--- src/rtl/lbp_pkg.sv ---
`default_nettype none
// ---------------------------------------------------------------------------
// lbp_pkg
// Shared types for the LSB-first bit packer: word layouts, controller state,
// and the command/status bundles between controller and datapath.
// ---------------------------------------------------------------------------
package lbp_pkg;

   localparam int DATA_W  = 32;
   localparam int COUNT_W = 6;
   localparam int BYTE_W  = 8;
   localparam int TOTAL_W = 32;
   // pending bits (up to 7) plus a full field
   localparam int ACC_W   = DATA_W + BYTE_W;
   // results per item, at most five
   localparam int LEFT_W  = 3;

   typedef struct packed {
      logic [DATA_W-1:0]  data_bits;
      logic [COUNT_W-1:0] bit_count;
      logic               flush;
   } req_type;

   typedef struct packed {
      logic [BYTE_W-1:0]  out_byte;
      logic [TOTAL_W-1:0] bits_total;
      logic               last;
   } rsp_type;

   typedef enum logic [0:0] {
      ST_IDLE,
      ST_EMIT
   } state_type;

   typedef struct packed {
      logic load;
      logic shift;
   } cmd_type;

   typedef struct packed {
      logic has_result;
      logic last;
   } sts_type;

endpackage
`default_nettype wire

--- src/rtl/lbp_datapath.sv ---
`default_nettype none
// ---------------------------------------------------------------------------
// lbp_datapath
// Holds the partial byte, bit position and running bit total, and an
// accumulator that shifts out one finished byte per step.
// ---------------------------------------------------------------------------
module lbp_datapath #(
   parameter int MAX_FIELD_BITS = 32
) (
   input  wire logic             clock,
   input  wire logic             reset,
   input  wire lbp_pkg::req_type req_data,
   input  wire lbp_pkg::cmd_type cmd,
   output lbp_pkg::sts_type      sts,
   output lbp_pkg::rsp_type      rsp_data
);
   import lbp_pkg::*;

   localparam int LIMIT = (MAX_FIELD_BITS > DATA_W) ? DATA_W : MAX_FIELD_BITS;
   localparam logic [COUNT_W-1:0] LIMIT_CNT = COUNT_W'(LIMIT);

   logic [BYTE_W-1:0]  partial_ff, partial_in;
   logic [2:0]         pos_ff, pos_in;
   logic [TOTAL_W-1:0] written_ff, written_in;
   logic [ACC_W-1:0]   acc_ff, acc_in;
   logic [LEFT_W-1:0]  left_ff, left_in;

   logic [COUNT_W-1:0] cnt_sat;
   logic [63:0]        mask_wide;
   logic [DATA_W-1:0]  data_masked;
   logic [ACC_W-1:0]   merged;
   logic [ACC_W-1:0]   rest;
   logic [COUNT_W-1:0] total;
   logic [2:0]         full_bytes;
   logic               tail;
   logic [LEFT_W-1:0]  n_results;

   always_comb begin
      cnt_sat     = (req_data.bit_count > LIMIT_CNT) ? LIMIT_CNT : req_data.bit_count;
      mask_wide   = (64'd1 << cnt_sat) - 64'd1;
      data_masked = req_data.data_bits & mask_wide[DATA_W-1:0];
      merged      = ({{BYTE_W{1'b0}}, data_masked} << pos_ff)
                    | {{DATA_W{1'b0}}, partial_ff};
      total       = {{(COUNT_W-3){1'b0}}, pos_ff} + cnt_sat;
      full_bytes  = total[COUNT_W-1:3];
      tail        = req_data.flush && (total[2:0] != 3'd0);
      n_results   = full_bytes + {{(LEFT_W-1){1'b0}}, tail};
      // leftover bits after the full bytes
      rest        = merged >> {full_bytes, 3'b000};
   end

   always_comb begin
      partial_in = partial_ff;
      pos_in     = pos_ff;
      written_in = written_ff;
      acc_in     = acc_ff;
      left_in    = left_ff;
      if (cmd.load) begin
         acc_in     = merged;
         left_in    = n_results;
         written_in = written_ff + {{(TOTAL_W-COUNT_W){1'b0}}, cnt_sat};
         if (tail || total[2:0] == 3'd0) begin
            partial_in = '0;
            pos_in     = '0;
         end else begin
            partial_in = rest[BYTE_W-1:0];
            pos_in     = total[2:0];
         end
      end else if (cmd.shift) begin
         acc_in  = acc_ff >> BYTE_W;
         left_in = left_ff - {{(LEFT_W-1){1'b0}}, 1'b1};
      end
   end

   always_ff @(posedge clock) begin
      if (reset) begin
         partial_ff <= '0;
         pos_ff     <= '0;
         written_ff <= '0;
         left_ff    <= '0;
      end else begin
         partial_ff <= partial_in;
         pos_ff     <= pos_in;
         written_ff <= written_in;
         left_ff    <= left_in;
      end
   end

   always_ff @(posedge clock) begin
      acc_ff <= acc_in;
   end

   assign sts.has_result = (n_results != '0);
   assign sts.last       = (left_ff == LEFT_W'(1));

   assign rsp_data.out_byte   = acc_ff[BYTE_W-1:0];
   assign rsp_data.bits_total = written_ff;
   assign rsp_data.last       = sts.last;

endmodule
`default_nettype wire

--- src/rtl/lbp_controller.sv ---
`default_nettype none
// ---------------------------------------------------------------------------
// lbp_controller
// Sequences one word at a time: load it into the datapath, then hand out
// its bytes one per accepted response.
// ---------------------------------------------------------------------------
module lbp_controller (
   input  wire logic             clock,
   input  wire logic             reset,
   input  wire logic             req_valid,
   output logic                  req_ready,
   output logic                  rsp_valid,
   input  wire logic             rsp_ready,
   input  wire lbp_pkg::sts_type sts,
   output lbp_pkg::cmd_type      cmd
);
   import lbp_pkg::*;

   state_type state_ff, state_in;

   always_ff @(posedge clock) begin
      if (reset) begin
         state_ff <= ST_IDLE;
      end else begin
         state_ff <= state_in;
      end
   end

   always_comb begin
      state_in  = state_ff;
      req_ready = 1'b0;
      rsp_valid = 1'b0;
      cmd       = '0;
      case (state_ff)
         ST_IDLE: begin
            req_ready = 1'b1;
            if (req_valid) begin
               cmd.load = 1'b1;
               // skip emit when the word completes no byte
               if (sts.has_result) begin
                  state_in = ST_EMIT;
               end
            end
         end
         ST_EMIT: begin
            rsp_valid = 1'b1;
            if (rsp_ready) begin
               cmd.shift = 1'b1;
               if (sts.last) begin
                  state_in = ST_IDLE;
               end
            end
         end
         default: begin
            state_in = ST_IDLE;
         end
      endcase
   end

endmodule
`default_nettype wire

--- src/rtl/lsb_first_bit_packer.sv ---
`default_nettype none
// ---------------------------------------------------------------------------
// lsb_first_bit_packer
// Packs fields of 0 to 32 bits into a byte stream, least significant bit
// first, with optional zero-padded flush of the partial byte.
// ---------------------------------------------------------------------------
// Channel  Dir  Handshake             Word
// req      in   req_valid/req_ready   data_bits, bit_count, flush
// rsp      out  rsp_valid/rsp_ready   out_byte, bits_total, last
//
// A word is loaded, then yields its bytes (0 to 5), one per accepted rsp;
// the byte count is set at load from the bit position, field width and flush.
// A word that yields no byte is done in its load cycle.
// Reset clears the partial byte, bit position, bit total and controller.
// A stalled rsp holds the current byte; req_ready stays low until the last
// byte of the word is taken.
// ---------------------------------------------------------------------------
module lsb_first_bit_packer #(
   parameter int MAX_FIELD_BITS = 32
) (
   input  wire logic             clock,
   input  wire logic             reset,
   input  wire logic             req_valid,
   output logic                  req_ready,
   input  wire lbp_pkg::req_type req_data,
   output logic                  rsp_valid,
   input  wire logic             rsp_ready,
   output lbp_pkg::rsp_type      rsp_data
);
   import lbp_pkg::*;

   cmd_type cmd;
   sts_type sts;

   lbp_controller u_controller (
      .clock     (clock),
      .reset     (reset),
      .req_valid (req_valid),
      .req_ready (req_ready),
      .rsp_valid (rsp_valid),
      .rsp_ready (rsp_ready),
      .sts       (sts),
      .cmd       (cmd)
   );

   lbp_datapath #(
      .MAX_FIELD_BITS (MAX_FIELD_BITS)
   ) u_datapath (
      .clock    (clock),
      .reset    (reset),
      .req_data (req_data),
      .cmd      (cmd),
      .sts      (sts),
      .rsp_data (rsp_data)
   );

endmodule
`default_nettype wire
--- config.mk ---
export PLATFORM = sky130hd
export DESIGN_NAME = lsb_first_bit_packer
export DESIGN_NICKNAME = d
export VERILOG_FILES = /design/src/rtl/lbp_pkg.sv /design/src/rtl/lbp_datapath.sv /design/src/rtl/lbp_controller.sv /design/src/rtl/lsb_first_bit_packer.sv
export SDC_FILE = /design/constraint.sdc
export NUM_CORES = 1
export LEC_CHECK = 0
export BUFFER_PORTS_ARGS = -buffer_cell sky130_fd_sc_hd__buf_4
export CORE_MARGIN = 2
export CORE_UTILIZATION = 25
export DETAILED_ROUTE_END_ITERATION = 16
export PLACE_DENSITY_LB_ADDON = 0.08
export SLEW_MARGIN = 40
export SYNTH_ARGS = -nofsm -noshare
export SYNTH_HDL_FRONTEND = slang
export SYNTH_HIERARCHICAL = 1
export SYNTH_SLANG_ARGS = --single-unit
--- constraint.sdc ---
create_clock -name clock -period 3.9 [get_ports clock]
set_clock_uncertainty 0.15 [all_clocks]
set_input_delay 0.195 -clock clock [delete_from_list [all_inputs] [get_ports clock]]
set_output_delay 0.195 -clock clock [all_outputs]
set_load 0.005 [all_outputs]
==> summary.md, run 1 <==
| Metric | Value |
|---|---|
| Startpoint type of the worst setup path | primary input |
| I/O pin total | 86 |
| Top library cells by usage in the layout, fill and taps aside | nor2_1, buf_4, nand2_1 |
| Commonest non-fill, non-tap cell in the layout | nor2_1 |
| Proportion of register bits with asynchronous set or reset after synthesis | 0 |
| Number of flops mapped to enable cells by yosys | 39 |
| Largest stage delay, worst path | around 0.49 ns |
| Proportion of power drawn by flip-flops and latches | 0.412 |
| Placeable core region | 27000 um^2 |
| Sequential element share of the synthesized area | 0.306 |
| Remaining antenna violation count | 0 |
| Setup repair after global routing missed its margin | no |
| Total power per unit cell area | approximately 310 nW/um^2 |
| Critical path data required time | roughly 4.0 ns |
| Final critical-path required period | 3.29 ns |
| Headroom to the max-slew limit | 0.436 |
| Net count, final | around 990 |
| Worst reg2reg setup slack | around 0.80 ns |
| Clock Tree Buf Depth | 2 |
| Total placed cells including tap cells | 1255 |
| Average footprint of a synthesized cell | between 7 and 8 um^2 |
| Max FO, Critical Path | 20 |
| Share of total power in combinational logic | 0.255 |
| Clock transition at the registers of the reported paths | ~0.070 ns |
| Slew at the pin closest to its max-slew limit | about 0.84 ns |
| Part of the cycle the worst path needs | 0.845 |
| Final antenna diode count | 0 |
| Cell Area, Synth | around 6900 um^2 |
| Initial cell density of the core | 0.255 |
| Depth of the CTS H-tree | 3 |
| Count of input and output buffers | 85 |
| TritonCTS clock tree | built |
| Antenna violations before repair | 0 |
| Post-DR wirelength/cell | about 20 um |
| Worst setup margin | about 0.6 ns |
| Synth-to-layout area growth | 18.8% |
| Post-synthesis cell type with the largest combined area | edfxtp_1 |
| Arrival @ worst endpoint | approximately 3.4 ns |
| Resized Gates After CTS | 0 |
| Pins over their slew limit | 0 |
| Timing-limited maximum frequency | between 0.3 and 0.4 GHz |
| Master cell of the clock root buffer | clkbuf_16 |
| Count of final setup violators | 0 |
| Number of warning messages in the yosys log | 6 |
| Tot Pwr | 2.55 mW |
| Die extent in y | around 170 um |
| Fraction of power spent switching nets | 0.323 |
| Number of DRC violations after detailed routing | 0 |
| Critical Path, Cell by Cell | buf_4 > nor4_1 > nand2_1 > ha_1 > nor4_2 > o21ai_0 > a21boi_0 > nand2_1 > o2bb2ai_1 > o21a_1 > a211o_1 > a311oi_1 |
| Drt initial violations | ~580 |
| Count of state elements after synthesis | 86 |
| Top post-synthesis cells by area | edfxtp_1, dfxtp_1, nor2_1, a21oi_1, mux2i_1 |
| Number of clock sinks | between 80 and 90 |
| Global Route Usage Sum | 0.175 |
| Hold/Removal Path Class | in2reg |
| Hold Violations, Final | 0 |
| Most frequently used flop master after synthesis | dfxtp_1 |
| Via count | 6729 |
| Category of the worst setup path capture point | flop |
| Count of different cell masters after synthesis | between 90 and 100 |
| CTS Buf Count | 9 |
| Total negative slack | 0 ns |
| Gpl congestion | 0.848 |
| Vias per cell | 5.29 |
| Share of total power in the clock network | 0.332 |
| Reported net switching power | roughly 800 uW |
| Classification of the worst setup path | in2reg |
| Worst VDD drop | approximately 180 uV |
| Count of non-filler cells in the finished layout | ~1300 |
| Cell mode on critical path | nand2_1 |
| Syn Nets | about 900 |
| Remaining global-route overflow | 0 |
| Overall die width | ~170 um |
| Layout cells sized above 1 | 0.193 |
| Count of buffers added by post-CTS timing repair for setup | 0 |
| Gate count after technology mapping | about 870 |
| Internal Dissipation | approximately 1.7 mW |
| Total Wirelength | roughly 25 mm |
| Placement Setup Slack | approximately 0.29 ns |
| First-pass GRT wire length | roughly 39 mm |
| Insertion delay to the later sink of the worst-skew pair | around 0.35 ns |
| Maximum number of pins on one net before global-route repair | between 60 and 70 |
| Area fraction of the dominant cell type after synthesis | 0.170 |
| Outcome | complete, no violations |
| Site row count | 60 |
| Leakage Power | 3.17 nW |
| Detailed Place HPWL | ~19 mm |
| Detailed Routing Iterations Pass 1 | 5 |
| Via count of the first global-routing pass | ~6600 |
| Crit path max-delay cell type | ha_1 |
| Number of max-cap violations | 0 |
| Die ar. | between 20000 and 30000 um^2 |
metal layers:
layer  wire length [um]  track usage  share of wire  up-vias
met5                  0            0              0        -
met4                378       0.0420          0.015        0
met3               1270       0.0374          0.050       18
met2              11300        0.276           0.45      180
met1              12100        0.243           0.48     3221
li1                   -            -              -     3310
registers in the layout (all words and copies together), names as in the netlist:
signal                 count
u_datapath/acc_ff         39
u_datapath/pos_ff          3
u_datapath/left_ff         3
u_datapath/partial_ff      8
u_controller/state_ff      1
u_datapath/written_ff     32
power groups by stage:
stage	Combinational (mW)	Sequential [mW]	Clock (mW)
after floorplan	0.422	1.06	0
after global placement	0.658	1.07	0
after detailed placement	0.653	1.07	0
after CTS	0.656	1.05	0.888
after global routing	0.721	1.06	0.921
final	0.652	1.05	0.849
metrics by stage:
step	utilization	hold WS (ns)	cell area [um^2]
6_report	0.303	0.0303	8200
5_1_grt	0.303	0.0577	8200
4_1_cts	0.303	0.0210	8200
3_5_place_dp	0.292	0.262	7900
3_3_place_gp	0.292	0.268	7900
2_1_floorplan	-	0.123	6900
Yosys cell counts, types with 4 or more instances:
library cell  instances
mux2i_1              24
o211a_1               4
nor2b_1              18
o21a_1                8
o311ai_1              4
o21ai_0              34
a311oi_1             11
nand3_1              21
o31ai_1               8
a221oi_1              9
o2111ai_1             4
a21o_1               11
a211oi_1              7
buf_2                13
nand4_1               7
clkbuf_1             44
xor2_1               12
mux2_2                7
buf_4                13
a21oi_1              61
a211o_1               7
o211ai_1              6
or2_2                 4
nand2_1              62
o31ai_2               5
o31a_1                5
inv_1                28
nor4_1                6
ha_1                 14
buf_1                 5
or3_1                10
dfxtp_1              47
nand2b_1             11
o22ai_1               4
and2_1               14
nor3_1               18
a31oi_1              19
o21ai_1              10
a32oi_1               5
xnor2_1              14
nor2_1              127
edfxtp_1             39
and3_1               19
kinds of logic after synthesis:
group | after synthesis | share of synthesized area
XOR/XNOR | 27 | 0.0354
flip-flops | 86 | 0.306
AO/OA/AOI/OAI | 258 | 0.261
adder cells (fa/ha/maj) | 16 | 0.0312
AND/OR/NAND/NOR | 341 | 0.246
multiplexers | 33 | 0.0504
buffers and inverters | 107 | 0.0698
worst max-delay path, delay by kind of cell:
kind | cells | cell delay (ns)
AO/OA/AOI/OAI | 6 | 1.46
AND/OR/NAND/NOR | 4 | 1.10
adder cells (fa/ha/maj) | 1 | 0.49
buffers and inverters | 1 | 0.15
cell type report:
type | count | area (um^2)
Multi-Input combinational cell | 675 | 4310
Inverter | 30 | 113
Timing Repair Buffer | 124 | 946
Clock inverter | 6 | 42.5
Tap cell | 341 | 427
Fill cell | 2954 | 18800
Sequential cell | 86 | 2120
Clock buffer | 10 | 239
timing repair:
item / CTS / global route
hold buffers: 1 / 0
endpoints found under the setup margin: 0 / 0
hold endpoints to repair: 1 / 0
worst paths after layout:
| path | from | to | depth (start not counted) |
|---|---|---|---|
| setup / recovery | req_data[6] | u_datapath/partial_ff[5] | 12 |
| setup reg to reg | u_datapath/pos_ff[1] | u_datapath/partial_ff[0] | 11 |
| hold / removal | req_valid | u_controller/state_ff | 3 |
| hold reg to reg | u_datapath/written_ff[17] | u_datapath/written_ff[17] | 2 |
Power figures use the tool's default switching activity.
==> run 2, diff against run 1 <==
- clock period: 3.9 -> 3.3 ns (I/O delays scaled with it)
==> run 2 against run 1 <==
Net effect:
- final cell count up 4.4%
- core utilization grew 1.7 points
- register-to-register slack lost 0.43 ns
- die area stayed put
- clock-buffer cell count up 1
- non-clock buffer count is 56 higher
- largest cell class unchanged
==> summary.md, run 2 (synthesis results as in run 1) <==
| Metric | Value |
|---|---|
| Outcome | complete, no violations (unchanged) |
| Clock transition at the registers of the reported paths | 0.08 ns (was 0.07 ns) |
| CTS Buf Count | 9 (unchanged) |
| Insertion delay to the later sink of the worst-skew pair | 0.35 ns (about the same) |
| Number of max-cap violations | 0 (unchanged) |
| Final critical-path required period | 3.04 ns |
| Tot Pwr | 3.17 mW (was 2.55 mW) |
| Via count of the first global-routing pass | 6732 (was 6578) |
| Cell mode on critical path | buf_4 (was nand2_1) |
| Remaining global-route overflow | 0 (unchanged) |
| Site row count | 60 (unchanged) |
| Hold/Removal Path Class | in2reg (unchanged) |
| Hold Violations, Final | 0 (unchanged) |
| Detailed Place HPWL | 19.4 mm (was 18.7 mm) |
| Global Route Usage Sum | 0.178 (was 0.175) |
| Pins over their slew limit | 0 (unchanged) |
| Gpl congestion | 0.845 (was 0.848) |
| Setup repair after global routing missed its margin | no (unchanged) |
| Die ar. | 28900 um^2 (unchanged) |
| Worst reg2reg setup slack | 0.37 ns (was 0.80 ns) |
| Final core utilization | 0.320 (was 0.303) |
| Headroom to the max-slew limit | 0.500 (was 0.436) |
| Worst setup margin | 0.264 ns (was 0.606 ns) |
| Layout cells sized above 1 | 0.242 (was 0.193) |
| Commonest non-fill, non-tap cell in the layout | buf_4 (was nor2_1) |
| Worst VDD drop | 244 uV (was 178 uV) |
| Part of the cycle the worst path needs | 0.920 |
| Dominant delay contributor by cell family on the critical path | compound AO/OA/AOI/OAI gates (unchanged) |
| Detailed Routing Iterations Pass 1 | 5 (unchanged) |
| Placement Setup Slack | -0.0577 ns (was 0.286 ns) |
| Timing-limited maximum frequency | 0.329 GHz |
| Maximum number of pins on one net before global-route repair | 64 (was 63) |
| Count of input and output buffers | 85 (unchanged) |
| Register ranked first by flip-flop count | u_datapath/acc_ff (unchanged) |
| Layout filler cell count | 2946 (was 2954) |
| Post-DR wirelength/cell | 19.3 um (was 19.7 um) |
| Arrival @ worst endpoint | 2.98 ns (was 3.40 ns) |
| Via count | 6883 (was 6729) |
| Critical Path, Cell by Cell | buf_4 > nor4_1 > nand2_1 > ha_1 > buf_4 > and2_1 > a311oi_1 > o2bb2ai_1 > a221oi_1 > buf_4 > mux2i_1 > mux2_2 (was buf_4 > nor4_1 > nand2_1 > ha_1 > nor4_2 > o21ai_0 > a21boi_0 > nand2_1 > o2bb2ai_1 > o21a_1 > a211o_1 > a311oi_1) |
| Master cell of the clock root buffer | clkbuf_16 (unchanged) |
| Vias per cell | 5.18 (was 5.29) |
| Number of flip-flops under the largest register name | 39 (unchanged) |
| Synth-to-layout area growth | 25.5% (was 18.8%) |
| Initial cell density of the core | 0.255 (unchanged) |
| Classification of the worst setup path | in2reg (unchanged) |
| Total power per unit cell area | 367 nW/um^2 (was 311 nW/um^2) |
| Total Wirelength | 25.7 mm (was 25.1 mm) |
| Overall die width | 170 um (unchanged) |
| TritonCTS clock tree | built (unchanged) |
| Largest registers | u_datapath/acc_ff: 39 flops, u_datapath/written_ff: 32 flops, u_datapath/partial_ff: 8 flops (unchanged) |
| Buffers and inverters on the worst path | 3 (was 1) |
| Count of buffers added by post-CTS timing repair for setup | 0 (unchanged) |
| Placeable core region | 27000 um^2 (unchanged) |
| Leakage Power | 3.44 nW (was 3.17 nW) |
| Total placed cells including tap cells | 1309 (was 1255) |
| Number of DRC violations after detailed routing | 0 (unchanged) |
| Largest stage delay, worst path | 0.47 ns (was 0.49 ns) |
| Net count, final | 1041 (was 985) |
| Max FO, Critical Path | 5 (was 20) |
| Crit path max-delay cell type | a221oi_1 (was ha_1) |
| Clock Tree Buf Depth | 2 (unchanged) |
| Category of the worst setup path capture point | flop (unchanged) |
| Top library cells by usage in the layout, fill and taps aside | buf_4, nor2_1, nand2_1 (was nor2_1, buf_4, nand2_1) |
| Total negative slack | 0 ns (unchanged) |
| Count of final setup violators | 0 (unchanged) |
| Remaining antenna violation count | 0 (unchanged) |
| Slew at the pin closest to its max-slew limit | 0.744 ns (was 0.840 ns) |
| Depth of the CTS H-tree | 3 (unchanged) |
| Die extent in y | 170 um (unchanged) |
| Critical path data required time | 3.25 ns (was 4.01 ns) |
| Antenna violations before repair | 0 (unchanged) |
| Startpoint type of the worst setup path | primary input (unchanged) |
| I/O pin total | 86 (unchanged) |
| Count of non-filler cells in the finished layout | 1328 (was 1272) |
| Number of clock sinks | 86 (unchanged) |
| First-pass GRT wire length | 39.9 mm (was 39.0 mm) |
| Drt initial violations | 510 (was 581) |
| Final antenna diode count | 0 (unchanged) |
## run 2: changes by cell type in the layout (fill, tap and decap cells not counted), sizes merged
cell	delta
dlygate4sd3	+2
clkinv	-2
clkbuf	+1
buf	+54
clkinvlp	+1
## run 2: path summary, 6_finish.rpt
kind / start / end / depth (start not counted)
min: reset / u_datapath/written_ff[24] / 2
max: req_data[6] / u_datapath/acc_ff[17] / 12
max reg2reg: u_datapath/written_ff[0] / u_datapath/written_ff[30] / 11
min reg2reg: u_datapath/written_ff[17] / u_datapath/written_ff[17] / 2
## run 2: report_power, final
| group | internal [mW] | switching, mW | leakage [nW] |
|---|---|---|---|
| clock | 0.613 | 0.481 | 0.153 |
| combinational | 0.347 | 0.492 | 2.52 |
| sequential | 1.21 | 0.0308 | 0.765 |
## run 2: final cells by class
type / count / area, um^2 / share of cell area
clock buffer: 11 / 275 / 0.0318
clock inverter: 5 / 42.5 / 0.00491
inverter: 30 / 113 / 0.0130
multi-input combinational: 675 / 4330 / 0.500
sequential: 86 / 2120 / 0.244
tap: 341 / 427 / 0.0493
timing repair buffer: 180 / 1360 / 0.157
## run 2: through the flow
stage / cell area, um^2 / hold slack (ns)
after floorplan: 6920 / 0.0930
after detailed placement: 8310 / 0.227
final: 8660 / 0.159
after CTS: 8660 / 0.162
after global routing: 8660 / 0.195
after global placement: 8310 / 0.228
## run 2: layer usage
metal / vias up / track usage / wire length, um
met1: 3278 / 0.250 / 12500
met5: - / 0 / 0
met2: 166 / 0.285 / 11700
met3: 24 / 0.0260 / 950
met4: 0 / 0.0479 / 535
li1: 3415 / - / -
## run 2: repair_timing
action / 4_1_cts / 5_1_grt
gates resized for setup: 0 / 0
hold endpoints to repair: 3 / 0
hold buffers: 3 / 0
==> run 3, diff against run 2 <==
- SYNTH_HIERARCHICAL: 1 -> default
==> run 3 against run 2 <==
Net effect:
- clock power is 4% higher
- non-clock buffer count is 11 lower
- fmax is 0.72% higher
- flip-flop and latch count stayed put
- area after synthesis is 0.51% higher
==> summary.md, run 3 <==
| Metric | Value |
|---|---|
| Outcome | complete, no violations (unchanged) |
| Final core utilization | 0.321 (was 0.320) |
| Critical path data required time | 3.37 ns (was 3.25 ns) |
| Hold Violations, Final | 0 (unchanged) |
| Clock transition at the registers of the reported paths | 0.08 ns (about the same) |
| Hold Buf Count CTS | 2 (was 3) |
| Amount of wire on met3 after detailed routing | 1.74 mm (was 950 um) |
| TritonCTS clock tree | built (unchanged) |
| Overall die width | 171 um (was 170 um) |
| Site row count | 60 (unchanged) |
| Total negative slack | 0 ns (unchanged) |
| Final antenna diode count | 0 (unchanged) |
| Placeable core region | 27100 um^2 (was 27000 um^2) |
| Hold/Removal Path Class | in2reg (unchanged) |
| Proportion of register bits with asynchronous set or reset after synthesis | 0 (unchanged) |
| Number of flip-flops under the largest register name | 39 (unchanged) |
| Top post-synthesis cells by area | edfxtp_1, dfxtp_1, nand2_1, nor2_1, o21ai_0 (was edfxtp_1, dfxtp_1, nor2_1, a21oi_1, mux2i_1) |
| Count of non-filler cells in the finished layout | 1368 (was 1328) |
| Remaining antenna violation count | 0 (unchanged) |
| Average footprint of a synthesized cell | 7.78 um^2 (was 7.95 um^2) |
| Net count, final | 1050 (was 1041) |
| Layout filler cell count | 2929 (was 2946) |
| Number of max-cap violations | 0 (unchanged) |
| Placement Setup Slack | -0.0862 ns (was -0.0577 ns) |
| Antenna violations before repair | 0 (unchanged) |
| Total placed cells including tap cells | 1350 (was 1309) |
| Number of DRC violations after detailed routing | 0 (unchanged) |
| Resized Gates After CTS | 0 (unchanged) |
| Depth of the CTS H-tree | 3 (unchanged) |
| Worst setup margin | 0.286 ns (was 0.264 ns) |
| Timing-limited maximum frequency | 0.332 GHz (was 0.329 GHz) |
| Most frequently used flop master after synthesis | dfxtp_1 (unchanged) |
| Top layer reached by signal wires | met4 (unchanged) |
| Global Route Usage Sum | 0.177 (was 0.178) |
| Area fraction of the dominant cell type after synthesis | 0.169 (was 0.170) |
| Setup repair after global routing missed its margin | no (unchanged) |
| Final critical-path required period | 3.01 ns (was 3.04 ns) |
| Die ar. | 29100 um^2 (was 28900 um^2) |
| Top-count cell post-synth | nand2_1 (was nor2_1) |
| Synth-to-layout area growth | 25.4% (was 25.5%) |
| Sequential element share of the synthesized area | 0.305 (was 0.306) |
| Syn Nets | 950 (was 927) |
| Drt initial violations | 560 (was 510) |
| Max FO, Critical Path | 7 (was 5) |
| Headroom to the max-slew limit | 0.512 (was 0.500) |
| CTS Buf Count | 9 (unchanged) |
| Post-DR wirelength/cell | 18.6 um (was 19.3 um) |
| Total power per unit cell area | 374 nW/um^2 (was 367 nW/um^2) |
| Vias per cell | 5.08 (was 5.18) |
| Number of warning messages in the yosys log | 0 (was 6) |
| Total Wirelength | 25.5 mm (was 25.7 mm) |
| Remaining global-route overflow | 0 (unchanged) |
| Clock Tree Buf Depth | 2 (unchanged) |
| Count of input and output buffers | 85 (unchanged) |
| Detailed Place HPWL | 19.5 mm (was 19.4 mm) |
| Master cell of the clock root buffer | clkbuf_16 (unchanged) |
| Count of buffers added by post-CTS timing repair for setup | 0 (unchanged) |
| Via count of the first global-routing pass | 6696 (was 6732) |
| Cell Area, Synth | 6940 um^2 (was 6900 um^2) |
| Met1 WL | 11.9 mm (was 12.5 mm) |
| Gate count after technology mapping | 891 (was 868) |
| Number of flops mapped to enable cells by yosys | 39 (unchanged) |
| Die extent in y | 171 um (was 170 um) |
| Slew at the pin closest to its max-slew limit | 0.729 ns (was 0.744 ns) |
| Detailed Routing Iterations Pass 1 | 5 (unchanged) |
| Most frequent cells after synthesis | nand2_1, nor2_1, o21ai_0 (was nor2_1, nand2_1, a21oi_1) |
| Top library cells by usage in the layout, fill and taps aside | buf_4, nand2_1, nor2_1 (was buf_4, nor2_1, nand2_1) |
| Category of the worst setup path capture point | flop (unchanged) |
| Initial cell density of the core | 0.256 (was 0.255) |
| Number of clock sinks | 86 (unchanged) |
| Arrival @ worst endpoint | 3.08 ns (was 2.98 ns) |
| Commonest non-fill, non-tap cell in the layout | buf_4 (unchanged) |
| I/O pin total | 86 (unchanged) |
| First-pass GRT wire length | 39.7 mm (was 39.9 mm) |
| Register ranked first by flip-flop count | u_datapath.acc_ff (was u_datapath/acc_ff) |
| Leakage Power | 3.35 nW (was 3.44 nW) |
| Classification of the worst setup path | reg2reg (was in2reg) |
| Tot Pwr | 3.25 mW (was 3.17 mW) |
| Maximum number of pins on one net before global-route repair | 71 (was 64) |
| Gpl congestion | 0.888 (was 0.845) |
| Post-synthesis cell type with the largest combined area | edfxtp_1 (unchanged) |
| Largest registers | u_datapath.acc_ff: 39 flops, u_datapath.written_ff: 32 flops, u_datapath.partial_ff: 8 flops (was u_datapath/acc_ff: 39 flops, u_datapath/written_ff: 32 flops, u_datapath/partial_ff: 8 flops) |
| Insertion delay to the later sink of the worst-skew pair | 0.36 ns (was 0.35 ns) |
| Via count | 6943 (was 6883) |
| Part of the cycle the worst path needs | 0.913 (was 0.920) |
| Count of different cell masters after synthesis | 86 (was 92) |
| Startpoint type of the worst setup path | flop (was primary input) |
| Layout cells sized above 1 | 0.221 (was 0.242) |
| Count of state elements after synthesis | 86 (unchanged) |
| Multi-input gate area | 4390 um^2 (was 4330 um^2) |
| Routed wl met2 | 11.6 mm (was 11.7 mm) |
| Count of final setup violators | 0 (unchanged) |
| Total area of sequential cells | 2120 um^2 (unchanged) |
| Pins over their slew limit | 0 (unchanged) |
| Worst VDD drop | 179 uV (was 244 uV) |
-- run 3: cell type report --
cell class	instances	area share
Multi-Input combinational cell	695	0.505
Sequential cell	86	0.243
Inverter	30	0.0129
Tap cell	372	0.0535
Clock inverter	6	0.00849
Timing Repair Buffer	169	0.148
Clock buffer	10	0.0288
-- run 3: kinds of logic (layout without fill, tap and decap cells) --
logic type,count (synthesis),after routing,synth area share
and+or+nand+nor,352,352,0.240
AOI/OAI and AO/OA,260,260,0.260
buffers and inverters,110,215,0.0669
DFF,86,86,0.305
xor gates and xnor gates,34,34,0.0440
muxes,33,33,0.0529
adders and majority gates,16,16,0.0310
-- run 3: metal layers --
| metal | vias up | global-route usage |
|---|---|---|
| li1 | 3454 | - |
| met1 | 3270 | 0.254 |
| met2 | 203 | 0.280 |
| met3 | 16 | 0.0335 |
| met4 | 0 | 0.0308 |
| met5 | - | 0 |
-- run 3: path summary, 6_finish.rpt --
kind | start | endpoint | slack [ns] | depth (start not counted)
max reg2reg | u_datapath.written_ff[0] | u_datapath.written_ff[22] | 0.29 | 12
min | reset | u_datapath.written_ff[31] | 0.16 | 2
min reg2reg | u_datapath.partial_ff[5] | u_datapath.partial_ff[5] | 0.31 | 2
max | u_datapath.written_ff[0] | u_datapath.written_ff[22] | 0.29 | 12
-- run 3: metrics by stage --
step,instance area (um^2),hold WS [ns]
2_1_floorplan,6970,0.201
3_3_place_gp,8350,0.299
3_5_place_dp,8350,0.293
4_1_cts,8700,0.144
5_1_grt,8700,0.166
6_report,8700,0.159
-- run 3: worst max-delay path, stage by stage (launching register included) --
cell and delay (ns):
dfxtp_1 0.37, ha_1 0.18, inv_1 0.05, fa_1 0.37
nor2b_1 0.16, o21ai_0 0.13, a21boi_0 0.25, o21ai_0 0.27
a2111oi_4 0.41, buf_4 0.22, nand4_1 0.12, xor2_1 0.14
nor2_1 0.05
-- run 3: where the power goes --
group	internal (mW)	total, mW	leakage [nW]	switching [mW]
clock network	0.645	1.13	0.161	0.483
registers	1.22	1.25	0.771	0.0313
logic	0.356	0.874	2.42	0.518
total	2.22	3.25	3.35	1.03
